### config.mk
export PLATFORM = sky130hd
export DESIGN_NAME = sfs_out_stage
export DESIGN_NICKNAME = d
export VERILOG_FILES = /design/src/sfs_pkg.sv /design/src/sfs_out_stage.sv
export SDC_FILE = /design/constraint.sdc
export NUM_CORES = 1
export LEC_CHECK = 0
export ABC_CLOCK_PERIOD_IN_PS = 9900
export BUFFER_PORTS_ARGS = -buffer_cell sky130_fd_sc_hd__clkbuf_2
export CORE_MARGIN = 2
export CORE_UTILIZATION = 45
export DETAILED_ROUTE_END_ITERATION = 7
export MAX_ROUTING_LAYER = met4
export PLACE_DENSITY = 0.69
export SYNTH_ARGS = -nofsm -noshare
export SYNTH_HDL_FRONTEND = slang
export SYNTH_SLANG_ARGS = --single-unit
### constraint.sdc
create_clock -name clk -period 9.9 [get_ports clk]
set_clock_uncertainty 0.1 [all_clocks]
set_input_delay 1.485 -clock clk [delete_from_list [all_inputs] [get_ports clk]]
set_output_delay 1.485 -clock clk [all_outputs]
set_load 0.02 [all_outputs]
### src/sfs_pkg.sv
// Shared types, constants and functions of the SimHash fingerprint stream core.
package sfs_pkg;

  localparam int unsigned BYTE_W     = 8;
  localparam int unsigned HASH_W     = 32;
  localparam int unsigned KEY_W      = 31;
  localparam int unsigned LEN_W      = 16;
  localparam int unsigned SIZE_W     = 8;
  localparam int unsigned PRINT_W    = 32;
  localparam int unsigned DIST_W     = 6;
  localparam int unsigned CFG_IDX_W  = 2;
  localparam int unsigned CFG_DATA_W = 32;

  localparam logic [HASH_W-1:0] HASH_MULT = 32'd131;

  typedef logic [CFG_IDX_W-1:0] cfg_idx_t;

  localparam cfg_idx_t CFG_TOKEN_MODE      = 2'd0;
  localparam cfg_idx_t CFG_TOKEN_SIZE      = 2'd1;
  localparam cfg_idx_t CFG_REFERENCE_PRINT = 2'd2;

  typedef struct packed {
    logic             valid;
    logic             last;
    logic [KEY_W-1:0] key;
    logic [LEN_W-1:0] weight;
  } close_evt_t;

  typedef struct packed {
    logic [PRINT_W-1:0] fingerprint;
    logic [DIST_W-1:0]  distance;
  } result_t;

  function automatic logic [DIST_W-1:0] popcount32(input logic [PRINT_W-1:0] v);
    logic [PRINT_W-1:0] s;
    s = (v & 32'h5555_5555) + ((v >> 1) & 32'h5555_5555);
    s = (s & 32'h3333_3333) + ((s >> 2) & 32'h3333_3333);
    s = (s & 32'h0F0F_0F0F) + ((s >> 4) & 32'h0F0F_0F0F);
    s = (s & 32'h00FF_00FF) + ((s >> 8) & 32'h00FF_00FF);
    s = (s & 32'h0000_FFFF) + ((s >> 16) & 32'h0000_FFFF);
    return s[DIST_W-1:0];
  endfunction

endpackage

### src/sfs_out_stage.sv
// Hamming distance, result register and skid stage of the result channel.
module sfs_out_stage (
  input  logic                        clk,
  input  logic                        rst_n,
  input  logic                        fp_valid,
  input  logic [sfs_pkg::PRINT_W-1:0] fp,
  input  logic [sfs_pkg::PRINT_W-1:0] reference_print,
  input  logic                        out_ready,
  output logic                        adv,
  output logic                        out_valid_r,
  output sfs_pkg::result_t            out_r
);
  import sfs_pkg::*;

  logic    skid_valid_r;
  result_t skid_r;
  result_t res_nxt;
  logic    push;

  assign adv  = ~skid_valid_r;
  assign push = adv & fp_valid;

  always_comb begin
    res_nxt.fingerprint = fp;
    res_nxt.distance    = popcount32(fp ^ reference_print);
  end

  always_ff @(posedge clk) begin
    if (!rst_n) begin
      out_valid_r  <= 1'b0;
      skid_valid_r <= 1'b0;
    end else if (skid_valid_r) begin
      if (out_ready) begin
        skid_valid_r <= 1'b0;
      end
    end else if (push) begin
      if (out_valid_r && !out_ready) begin
        skid_valid_r <= 1'b1;
      end else begin
        out_valid_r <= 1'b1;
      end
    end else if (out_ready) begin
      out_valid_r <= 1'b0;
    end
  end

  always_ff @(posedge clk) begin
    if (skid_valid_r) begin
      if (out_ready) begin
        out_r <= skid_r;
      end
    end else if (push) begin
      if (out_valid_r && !out_ready) begin
        skid_r <= res_nxt;
      end else begin
        out_r <= res_nxt;
      end
    end
  end

endmodule

==> After elaboration in Yosys (flattened, before gate mapping) <==
Index checks and enable logic that the tools add are counted.
{ "word_totals": {"word_cells": 35, "ff_bits": 78, "in_bits": 68} }
{ "classes": {"n_reduce_logical": 7, "mux": 11, "addsub": 5, "eq_ne": 3, "n_bitwise": 3} }
{ "op_table": {"columns": ["op", "count"], "rows": [
  ["$mux 38", 4],
  ["$add 31x31->32", 1],
  ["$xor 32x32->32", 1],
  ["$add 30x30->31", 1],
  ["$add 28x27->29", 1],
  ["$add 22x21->22", 1],
  ["$reduce_and 3->1", 3],
  ["$mux 1", 7],
  ["$add 6x6->6", 1],
  ["$ne 2x2->1 const B", 3],
  ["$reduce_bool 2->1", 2],
  ["$and 1x1->1", 1],
  ["$logic_and 1x1->1", 1],
  ["$logic_not 1->1", 1],
  ["$not 1->1", 1]
]} }

==> Longest topological paths before layout <==
{ "depth": {"word_depth": 9, "ltp_mapped": 17, "depth_no_buf": 16} }

==> Worst setup path before layout <==
Ideal clock, no wire load.
{ "synth_timing": {"path_kind": "input to register", "start": "in reference_print[4] in the netlist's numbering", "end": "reg out_r[4] in the netlist's numbering, data pin", "n_path_buf": 0, "path_slack_ns": 4.870, "required_time_ns": 9.665, "stages": 11, "t_arrival_ns": 4.795, "cell_sequence": "xor2_1 -> ha_1 -> ha_1 -> fa_1 -> fa_1 -> inv_1 -> fa_1 -> fa_1 -> nand2b_1 -> a2111o_1 -> nand3_1"} }
{ "synth_between": {"elab_chain_len": 9} }
{ "synth_rtl": {"columns": ["element", "line", "source"], "rows": [
  ["from (decl)", "sfs_out_stage.sv:7", "input logic [sfs_pkg::PRINT_W-1:0] reference_print,"],
  ["$xor 32x32->32", "sfs_out_stage.sv:25", "res_nxt.distance = popcount32(fp ^ reference_print);"],
  ["$add 31x31->32", "sfs_pkg.sv:36", "s = (v & 32'h5555_5555) + ((v >> 1) & 32'h5555_5555);"],
  ["$add 30x30->31", "sfs_pkg.sv:37", "s = (s & 32'h3333_3333) + ((s >> 2) & 32'h3333_3333);"],
  ["$add 28x27->29", "sfs_pkg.sv:38", "s = (s & 32'h0F0F_0F0F) + ((s >> 4) & 32'h0F0F_0F0F);"],
  ["$add 22x21->22", "sfs_pkg.sv:39", "s = (s & 32'h00FF_00FF) + ((s >> 8) & 32'h00FF_00FF);"],
  ["$add 6x6->6", "sfs_pkg.sv:40", "s = (s & 32'h0000_FFFF) + ((s >> 16) & 32'h0000_FFFF);"],
  ["$mux 38", "sfs_out_stage.sv:53", "if (out_valid_r && !out_ready) begin"],
  ["$mux 38", "sfs_out_stage.sv:52", "end else if (push) begin"],
  ["$mux 38", "sfs_out_stage.sv:48", "if (skid_valid_r) begin"],
  ["to (signal assigned)", "sfs_out_stage.sv:50", "out_r <= skid_r;"],
  ["to (signal assigned)", "sfs_out_stage.sv:56", "out_r <= res_nxt;"],
  ["to (decl)", "sfs_out_stage.sv:11", "output sfs_pkg::result_t out_r"]
]} }
No other way between the ends. The select of a mux whose other input is x is not followed.
A chain may end at the register's enable or synchronous reset.

==> Worst setup path in the final report <==
{ "layout_timing": {"start": "in fp[29] in the netlist's numbering", "end": "reg out_r[4] in the netlist's numbering, data pin"} }
{ "layout_between": {"elab_chain_len": 9} }
{ "layout_rtl": {"columns": ["element", "line", "source"], "rows": [
  ["from (decl)", "sfs_out_stage.sv:6", "input logic [sfs_pkg::PRINT_W-1:0] fp,"],
  ["$xor 32x32->32", "sfs_out_stage.sv:25", null],
  ["$add 31x31->32", "sfs_pkg.sv:36", null],
  ["$add 30x30->31", "sfs_pkg.sv:37", null],
  ["$add 28x27->29", "sfs_pkg.sv:38", null],
  ["$add 22x21->22", "sfs_pkg.sv:39", null],
  ["$add 6x6->6", "sfs_pkg.sv:40", null],
  ["$mux 38", "sfs_out_stage.sv:53", null],
  ["$mux 38", "sfs_out_stage.sv:52", null],
  ["$mux 38", "sfs_out_stage.sv:48", null]
]} }
No other way between the ends. The select of a mux whose other input is x is not followed.

==> results.yml <==
run_status:
  status: "completed"
detailed_routing:
  drcViolationCount: 0
  drt-pass1-iter-count: 4
  num_vias: 2671
  wl_per_cell_um: 14.7
  via_per_inst: 4.81
  wl_mm: 8.14
  ant_nets: 0
  drt_iter0_drc: 56
global_route:
  grt_pass1_wl_mm: 12.3
  grt_use_total_pct: 16.2
  antenna_found_initial: 0
  grt_pass1_vias: 2593
  grt_max_degree: 47
  gr-total-overflow: 0
clock_tree:
  cts_root_buf: "clkbuf_8"
  insertion_delay_ns: 0.35
  clkTransAtPathRegs_ns: 0.08
  post_cts_buffers: 0
  cts_hold_buffers: 0
  clock_sinks: 78
  clockBufferDepth: 2
  tritoncts: "built"
  cts_buffers: 9
  htreeDepth: 3
  cts-resized-gates: 0
worst_setup_path:
  worstPathRequired_ns: 9.90
  r2r_slack_ns: 7.64
  rr_worst_depth: 2
  cp-start-kind: "primary input"
  r2r_start: "skid_valid_r"
  crit_fanout: 5
  crit_path_end_kind: "flip-flop"
  crit_start: "fp[29]"
  worstPathArrival_ns: 5.03
  critPathKind: "primary input to flip-flop"
  crit_end: "out_r[4]"
  r2r_end: "out_r[26]"
sta:
  finalSetupViolCount: 0
  hold_viol_final: 0
  maxSlewViolCount: 0
  final.setup.tns_ns: 0
  worst_pin_slew_ns: 0.989
  final.min_clock_period_ns: 5.03
  max_freq_mhz: 199
  slew_headroom_pct: 34.1
  period_share_pct: 50.8
  rsz0062_at_grt: "false"
yosys:
  synth_area_um2: 4450
  syn-num-nets: 434
  synth_cells: 302
  yosysWarnings: 0
  synth_cell_type_count: 30
  yosysSeqAreaShare_pct: 52.2
  avgSynthCellArea_um2: 14.7
  synth_seq_cells: 78
place:
  io_buffers: 107
  gp_congestion: 0.818
  dpl.hpwl_mm: 6.04
  place_inst: 539
job:
  cap_violations: 0
floorplan:
  row_count: 36
  dieWidth_um: 103
  pin_count: 108
  die_y_um: 103
  initial_utilization_pct: 45.9
  dieArea_um2: 10700
  coreArea_um2: 9680
finish:
  final_cell_mix: "clkbuf_2 (107), edfxtp_1 (76), ha_1 (49)"
  fin_cells: 555
  layout_commonest_cell: "clkbuf_2"
  syn2layout_area_growth_pct: 19.4
  nNetsFinal: 549
  n_antenna_cell: 0
  layout-drive-gt1-share_pct: 30.6
  fillCellCount: 845
pwr:
  p_total_mw: 1.88
  pwr_density_cell_nw_per_um2: 354
  p_leak_nw: 2.41
  vdd_ir_drop_max_mv: 0.249
min_path:
  hold_class: "flip-flop to flip-flop"
registers in the layout (all words and copies together), names as in the netlist:
| name | cells |
|---|---|
| skid_valid_r | 1 |
| out_valid_r | 1 |
| out_r | 38 |
| skid_r | 38 |
worst min path at each step:
stage	startpoint	to	depth (start not counted)
3_5_place_dp	out_valid_r	out_valid_r	2
6_report	out_valid_r	out_valid_r	2
2_1_floorplan	skid_r[2]	out_r[2]	2
5_1_grt	skid_r[15]	out_r[15]	1
4_1_cts	out_valid_r	out_valid_r	2
3_3_place_gp	out_valid_r	out_valid_r	2
cells in the mapped netlist, drive strengths merged:
cell type	instances	area share [%]
nor2	6	0.51
nand2	7	0.59
nor3b	2	0.34
xor2	35	6.9
o22a	2	0.39
nand3	2	0.22
ha	49	14
a311oi	1	0.20
nand2b	5	0.70
xnor2	7	1.4
o21ai	4	0.45
o21a	1	0.17
a21boi	1	0.17
o31ai	1	0.17
a21o	10	1.7
a2111o	1	0.25
buf	6	1.3
mux2	33	8.4
inv	24	2.0
and2	1	0.14
a21oi	7	0.79
dfxtp	2	0.90
and3	1	0.14
nor2b	2	0.28
fa	15	6.7
nand4	1	0.14
edfxtp	76	51
routing by layer:
| metal | track usage [%] | wire length [um] | vias to the layer above |
|---|---|---|---|
| li1 | - | - | 1320 |
| met1 | 19.7 | 3560 | 1268 |
| met2 | 25.7 | 4020 | 74 |
| met3 | 3.63 | 425 | 9 |
| met4 | 7.39 | 142 | 0 |
| met5 | - | 0 | - |
metrics by stage:
step | hold WS, ns | instance area [um^2] | utilization (%) | setup WS (ns)
floorplan | 0.387 | 4450 | - | 4.87
global placement | 0.390 | 5120 | 52.9 | 4.53
detailed placement | 0.404 | 5120 | 52.9 | 4.45
CTS | 0.415 | 5310 | 54.9 | 4.83
global route | 0.445 | 5310 | 54.9 | 4.62
finish | 0.413 | 5310 | 54.9 | 4.87
power by group:
group	internal, mW	total (mW)	switching, mW
clock network	0.115	0.231	0.116
logic	0.504	1.13	0.629
registers	0.505	0.515	0.0104
total	1.12	1.88	0.755
cell type report:
cell class	instances	area [um^2]	area share, %
flip-flops and latches	78	2320	43.7
multi-input cells	194	1990	37.4
repair buffers	110	558	10.5
well taps	133	166	3.13
clock buffers	9	124	2.33
inverters	24	90.1	1.70
clock inverters	7	65.1	1.22
kinds of logic (layout without fill, tap and decap cells):
| logic type | after synthesis | in the layout | synth area share (%) |
|---|---|---|---|
| buffers and inverters | 30 | 150 | 3.32 |
| XOR/XNOR | 42 | 42 | 8.27 |
| multiplexers | 33 | 33 | 8.35 |
| adder cells (fa/ha/maj) | 64 | 64 | 20.5 |
| AND/OR/NAND/NOR | 27 | 27 | 3.07 |
| AO/OA/AOI/OAI | 28 | 28 | 4.27 |
| flip-flops | 78 | 78 | 52.2 |
critical path: stages:
cell and delay (ns):
clkbuf_2 0.10, xor2_1 0.20, ha_1 0.27, ha_1 0.22
fa_1 0.51, inv_1 0.06, fa_1 0.59, inv_1 0.06
ha_1 0.29, a21o_1 0.18, a21oi_1 0.17, xnor2_1 0.15
ha_1 0.26, nor2_1 0.08, a311oi_1 0.29, nand3_1 0.12
(Power assumes the default switching activity.)
