==> src/sfs_pkg.sv <==
// Shared types, constants and functions of the SimHash fingerprint stream core.
package sfs_pkg;

  localparam int unsigned BYTE_W     = 8;
  localparam int unsigned HASH_W     = 32;
  localparam int unsigned KEY_W      = 31;
  localparam int unsigned LEN_W      = 16;
  localparam int unsigned SIZE_W     = 8;
  localparam int unsigned PRINT_W    = 32;
  localparam int unsigned DIST_W     = 6;
  localparam int unsigned CFG_IDX_W  = 2;
  localparam int unsigned CFG_DATA_W = 32;

  localparam logic [HASH_W-1:0] HASH_MULT = 32'd131;

  typedef logic [CFG_IDX_W-1:0] cfg_idx_t;

  localparam cfg_idx_t CFG_TOKEN_MODE      = 2'd0;
  localparam cfg_idx_t CFG_TOKEN_SIZE      = 2'd1;
  localparam cfg_idx_t CFG_REFERENCE_PRINT = 2'd2;

  typedef struct packed {
    logic             valid;
    logic             last;
    logic [KEY_W-1:0] key;
    logic [LEN_W-1:0] weight;
  } close_evt_t;

  typedef struct packed {
    logic [PRINT_W-1:0] fingerprint;
    logic [DIST_W-1:0]  distance;
  } result_t;

  function automatic logic [DIST_W-1:0] popcount32(input logic [PRINT_W-1:0] v);
    logic [PRINT_W-1:0] s;
    s = (v & 32'h5555_5555) + ((v >> 1) & 32'h5555_5555);
    s = (s & 32'h3333_3333) + ((s >> 2) & 32'h3333_3333);
    s = (s & 32'h0F0F_0F0F) + ((s >> 4) & 32'h0F0F_0F0F);
    s = (s & 32'h00FF_00FF) + ((s >> 8) & 32'h00FF_00FF);
    s = (s & 32'h0000_FFFF) + ((s >> 16) & 32'h0000_FFFF);
    return s[DIST_W-1:0];
  endfunction

endpackage

==> src/sfs_token_hash.sv <==
// Running token hash, token length and token close detection.
module sfs_token_hash (
  input  logic                      clk,
  input  logic                      rst_n,
  input  logic                      adv,
  input  logic                      in_fire,
  input  logic [sfs_pkg::BYTE_W-1:0] char_byte,
  input  logic                      token_end,
  input  logic                      message_end,
  input  logic                      token_mode,
  input  logic [sfs_pkg::SIZE_W-1:0] token_size,
  output sfs_pkg::close_evt_t       evt_r
);
  import sfs_pkg::*;

  logic [HASH_W-1:0] hash_r, hash_nxt, hash_upd;
  logic [LEN_W-1:0]  len_r, len_nxt, len_upd;
  logic [SIZE_W-1:0] size_eff;
  logic              closing;
  logic              close;
  close_evt_t        evt_nxt;

  always_comb begin
    hash_upd = hash_r * HASH_MULT + {{(HASH_W-BYTE_W){1'b0}}, char_byte};
    len_upd  = (len_r == {LEN_W{1'b1}}) ? len_r : len_r + {{(LEN_W-1){1'b0}}, 1'b1};
    size_eff = (token_size == '0) ? {{(SIZE_W-1){1'b0}}, 1'b1} : token_size;
    closing  = token_mode ? token_end : (len_upd >= {{(LEN_W-SIZE_W){1'b0}}, size_eff});
    close    = closing | message_end;
    hash_nxt = close ? '0 : hash_upd;
    len_nxt  = close ? '0 : len_upd;
    evt_nxt.valid  = in_fire & close;
    evt_nxt.last   = message_end;
    evt_nxt.key    = hash_upd[KEY_W-1:0];
    evt_nxt.weight = token_mode ? len_upd : {{(LEN_W-1){1'b0}}, 1'b1};
  end

  always_ff @(posedge clk) begin
    if (!rst_n) begin
      hash_r <= '0;
      len_r  <= '0;
      evt_r  <= '0;
    end else begin
      if (in_fire) begin
        hash_r <= hash_nxt;
        len_r  <= len_nxt;
      end
      if (adv) begin
        evt_r <= evt_nxt;
      end
    end
  end

endmodule

==> config.mk <==
export PLATFORM = sky130hd
export DESIGN_NAME = sfs_token_hash
export DESIGN_NICKNAME = d
export VERILOG_FILES = /design/src/sfs_pkg.sv /design/src/sfs_token_hash.sv
export SDC_FILE = /design/constraint.sdc
export NUM_CORES = 1
export LEC_CHECK = 0
export BUFFER_PORTS_ARGS = -buffer_cell sky130_fd_sc_hd__buf_2
export CAP_MARGIN = 15
export CORE_ASPECT_RATIO = 0.6
export CORE_MARGIN = 1
export CORE_UTILIZATION = 66
export CTS_CLUSTER_DIAMETER = 80
export CTS_CLUSTER_SIZE = 10
export DETAILED_ROUTE_END_ITERATION = 10
export PLACE_DENSITY = 0.94
export SLEW_MARGIN = 20
export SYNTH_ARGS = -nofsm -noshare
export SYNTH_HDL_FRONTEND = slang
export SYNTH_SLANG_ARGS = --single-unit
==> constraint.sdc <==
create_clock -name clk -period 8.2 [get_ports clk]
set_input_delay 1.64 -clock clk [delete_from_list [all_inputs] [get_ports clk]]
set_output_delay 1.64 -clock clk [all_outputs]
set_load 0.01 [all_outputs]
After elaboration in Yosys (flattened, before gate mapping)
Index checks and enable logic that the tools add are counted.
Widths: inputs -> output; s select.

word-level totals
  register bits after elaboration = 97
  latch bits = 0
  RAM bits = 0
  bits in read-only memories = 0
  input port bits = 23
  output and inout bits = 49
  word-level logic and storage cells = 20
  memories kept = 0

cells by class
  $add $sub $neg = 2
  multipliers = 1
  divide/modulo/power cells = 0
  order comparisons = 1
  equality and inequality tests = 1
  shifts and indexed selects = 0
  muxes and demuxes = 6
  bitwise gates (word level) = 2
  reductions and logical operators = 1

operators by type and width
  kind                   count
  $mux 16                3
  $add 32x8->32          1
  $mul 32x8->32 const B  1
  $mux 32                1
  $add 16x1->16 const B  1
  $eq 16x16->1 const B   1
  $ge 16x8->1            1
  $logic_not 8->1        1
  $mux 8                 1
  $and 1x1->1            1
  $mux 1                 1
  $or 1x1->1             1

Logic depth before layout (Yosys ltp)
  depth in word-level cells = 6
  gate-level depth with buffers = 17
  mapped depth without buffers = 17

Worst setup path after synthesis
OpenSTA, ideal clock, no wires.

  path type = input-to-reg
  start point = input port char_byte[7] in the netlist's numbering
  end point = register hash_r[23]
  setup time = 0.121 ns
  arrival = 5.288 ns
  data required time = 8.079 ns
  path slack = 2.791 ns
  cell stages on the path = 17
  path buffers = 0
  cell sequence = inv_1 > fa_1 > inv_1 > ha_1 > ha_1 > inv_1 > fa_1 > inv_1 > ha_1 > a21o_1 > a2111oi_0 > nand3_1 > nand4_1 > a21oi_1 > or4b_2 > nand3_1 > o21ai_0

between the ends
  word-level cells in the longest chain between the ends = 2

ends and longest elaborated chain
  element               line                  source
  start, declared       sfs_token_hash.sv:7   input logic [sfs_pkg::BYTE_W-1:0] char_byte,
  $add 32x8->32         sfs_token_hash.sv:24  hash_upd = hash_r * HASH_MULT + {{(HASH_W-BYTE_W){1'b0}}, char_byte};
  $mux 32               sfs_token_hash.sv:29  hash_nxt = close ? '0 : hash_upd;
  end signal, assigned  sfs_token_hash.sv:44  hash_r <= hash_nxt;
  end, declared         sfs_token_hash.sv:16  logic [HASH_W-1:0] hash_r, hash_nxt, hash_upd;

Every way passes these cells.
A chain may end at the register's enable or synchronous reset.

Final worst setup path
  start point = input port char_byte[7] in the netlist's numbering
  end point = register evt_r[39] in the netlist's numbering

between the ends
  word-level cells in the longest chain between the ends = 1

ends and longest elaborated chain
  element               line                  source
  $add 32x8->32         sfs_token_hash.sv:24
  end signal, assigned  sfs_token_hash.sv:48  evt_r <= evt_nxt;
  end, declared         sfs_token_hash.sv:12  output sfs_pkg::close_evt_t evt_r

Every way passes these cells.

==> flow_metrics.tcl <==
set metrics [dict create \
    run_status "finished, final reports clean" \
    fin_nets 1134 \
    synth-seq-area-share_pct 24.8 \
    postCtsSetupBuffers 0 \
    path_cells "buf_2 -> inv_1 -> fa_1 -> inv_1 -> ha_1 -> ha_1 -> inv_1 -> fa_1 -> inv_1 -> ha_1 -> a21o_1 -> a2111oi_0 -> nand3_1 -> nand4_1 -> a21oi_1 -> or4b_2 -> nand3_1 -> o21ai_0" \
    syn_to_final_growth_pct 9.15 \
    route.detailed.drc 0 \
    setup.worst_path.class "input port to flip-flop" \
    wl_mm 20.3 \
    antenna_violating_nets_post_route 0 \
    synth.ff_latch_count 96 \
    min_delay_path_depth 2 \
    maximum_number_of_pins_on_one_net_before_global_route_repair 69 \
    clk_root_buffer_cell "sky130_fd_sc_hd__clkbuf_16" \
    syn_area_um2 7740 \
    start_util_pct 68.1 \
    avgSynthCellArea_um2 8.46 \
    synth_ff_type "sky130_fd_sc_hd__dfxtp_1" \
    gpl.final_weighted_congestion 0.958 \
    holdWs_ns 0.477 \
    powerDensity_nw_per_um2 138 \
    worstHoldStart "evt_r[37]" \
    r2r_setup_slack_ns 3.59 \
    max_stage_delay_cell_worst_path "sky130_fd_sc_hd__or4b_2" \
    globalRouteOverflowTotal 0 \
    route.vias.total 6800 \
    static-leakage-power_nw 4.27 \
    pwr-share-comb_pct 22.3 \
    wire_per_inst_um 17.9 \
    h-tree-depth 3 \
    critical_path_required_ns 8.43 \
    floorplan.die_area_um2 12200 \
    worst_ep_arrival_time_ns 5.75 \
    die_w_um 142 \
    post-route-worst-setup-slack_ns 2.68 \
    synth_enable_flop_cells 0 \
    insertedDiodeCount 0 \
    finished_layout_cells 1129 \
    cts_sinks 96 \
    rsz0062_at_grt "no" \
    worst_setup_hold_path_clk_slew_ns 0.07 \
    clk-insertion-delay-late_ns 0.35 \
    top_level_ports 72 \
    wire_length_of_the_first_global_routing_pass_mm 32.8 \
    grt_pass1_vias 6497 \
    synth_async_sr_flop_share_pct 0 \
    proportion_of_power_drawn_by_the_clock_network_pct 34.8 \
    critical-path-max-stage-delay_ns 0.68 \
    numPortBuffers 71 \
    hpwlAfterDp_mm 15.0 \
    min_period_ns 5.52 \
    detail_route.iter0.violations 602 \
    cts_tree "yes" \
    reg2reg_depth 15 \
    final-setup-viol-count 0 \
    final.period_utilization_pct 67.3 \
    drv.max_cap_violation_count 0 \
    switching_share_pct 31.9 \
    layout.core_utilization_pct 74.3 \
    ctsHoldBuffers 0 \
    synth_fp_nets 1085 \
    worstHoldEndpoint "evt_r[37]" \
    synth.lib_cells_used.distinct 60 \
    die_height_um 85.9 \
    timing.hold.worst.class "flip-flop to flip-flop" \
    design.core.area_um2 11400 \
    vdd_ir_drop_max_uv 93.4 \
    row_count 30 \
    synth_cells 915 \
    largest_fanout_on_the_critical_path 8 \
    intPower_mw 0.795 \
    drt-vias-per-instance 6.02 \
    worst_case_clock_buffer_depth 2 \
    drive_gt1_share_pct 10.5 \
    power.sequential.fraction_pct 42.9 \
    worst_r2r_startpoint "len_r[0]" \
    power.net_switching_mw 0.372 \
    synth-warning-count 0 \
    drtPass1Iterations 7 \
    fin_skew_ns 0.00866 \
    timing.final.hold_violations 0 \
    max_freq_mhz 181 \
    post_cts_resized 0 \
    total_placed_cells_including_tap_cells 1113 \
    initial_antenna_violation_count 0 \
    final_max_slew_viol_count 0 \
    cpMostUsedCell "sky130_fd_sc_hd__inv_1" \
    tightest_slew_ns 1.02 \
    critPathLaunchType "input port" \
    cts_buffers 9 \
    endpoint_kind "flip-flop" \
    setup_tns_ns 0 \
    dp_worst_setup_slack_ns 2.36 \
    groute.usage.overall_pct 34.6 \
    worst_slew_margin_rel_pct 32.1 \
    worstReg2RegEnd "hash_r[30]" \
]
==> worst max-delay path: cells and delay by family <==
kind,cells,cell delay (ns)
simple gates,4,1.11
fa+ha+maj,5,1.80
buf+inv,5,0.30
compound gates,4,0.90
==> cells in the mapped netlist (all sizes together), types with 11 or more instances <==
master  instances  area (um2)
inv           147         552
ha            117        1460
dfxtp          96        1920
a21oi          64         320
nand3          58         290
nand2          54         203
nor2b          31         194
o21ai          31         155
fa             30         601
xnor2          30         263
mux2i          27         274
nand2b         27         169
clkbuf         26        97.6
nor2           24        90.1
and2           16         100
a21boi         11        82.6
buf            11        61.3
==> registers in the layout, indices dropped and copies added, names as in the netlist <==
register  flops
evt_r        49
hash_r       31
len_r        16
==> logic make-up (layout without fill, tap and decap cells) <==
kind of cell,after synthesis,count (layout),synth area share [%]
and+or+nand+nor,253,253,17.5
buffers and inverters,186,240,9.27
AOI/OAI and AO/OA,166,166,13.6
adders and majority gates,147,147,26.7
DFF,96,96,24.8
xor gates and xnor gates,39,39,4.41
muxes,28,28,3.68
==> layer usage <==
layer	global-route usage, %	share of wire (%)	vias up
li1	-	-	3179
met1	47.8	44	3191
met2	51.3	42	367
met3	10.1	11	63
met4	13.0	3.0	0
met5	0	0	-
==> layout by cell type (no fill, tap or decap), types with 24 or more instances in the layout <==
cell / instances
sky130_fd_sc_hd__inv_1: 147
sky130_fd_sc_hd__xnor2_1: 30
sky130_fd_sc_hd__ha_1: 117
sky130_fd_sc_hd__nor2_1: 24
sky130_fd_sc_hd__fa_1: 30
sky130_fd_sc_hd__nand3_1: 58
sky130_fd_sc_hd__nor2b_1: 31
sky130_fd_sc_hd__o21ai_0: 30
sky130_fd_sc_hd__nand2b_1: 27
sky130_fd_sc_hd__a21oi_1: 64
sky130_fd_sc_hd__buf_2: 71
sky130_fd_sc_hd__mux2i_1: 26
sky130_fd_sc_hd__dfxtp_1: 96
sky130_fd_sc_hd__nand2_1: 54
==> how the worst max path moves through the flow <==
| stage | startpoint | to | slack, ns | cells past startpoint |
|---|---|---|---|---|
| floorplan | char_byte[7] | hash_r[23] | 2.79 | 17 |
| global placement | char_byte[7] | hash_r[23] | 2.47 | 18 |
| detailed placement | char_byte[7] | hash_r[23] | 2.36 | 18 |
| CTS | char_byte[7] | hash_r[23] | 2.74 | 18 |
| global route | char_byte[7] | hash_r[23] | 2.49 | 18 |
| finish | char_byte[7] | evt_r[39] | 2.68 | 18 |
==> power by group through the flow <==
stage | clock network, mW | logic, mW | registers, mW
after global routing | 0.432 | 0.285 | 0.503
after floorplan | 0 | 0.175 | 0.511
after CTS | 0.410 | 0.256 | 0.500
final | 0.406 | 0.260 | 0.501
after global placement | 0 | 0.241 | 0.509
after detailed placement | 0 | 0.252 | 0.511
==> layout make-up <==
class / instances / area [um2]
clock buffer: 9 / 225
clock inverter: 7 / 56.3
fill: 776 / 2920
inverter: 149 / 559
multi-input combinational: 633 / 5100
sequential: 96 / 1920
tap: 160 / 200
timing repair buffer: 75 / 385
==> through the flow <==
step / total power, mW / cell area [um2]
4_1_cts: 1.17 / 8450
5_1_grt: 1.22 / 8450
2_1_floorplan: 0.686 / 7740
6_report: 1.17 / 8450
3_5_place_dp: 0.762 / 8170
3_3_place_gp: 0.750 / 8170
Note: power is estimated with default switching activity, not from simulation.
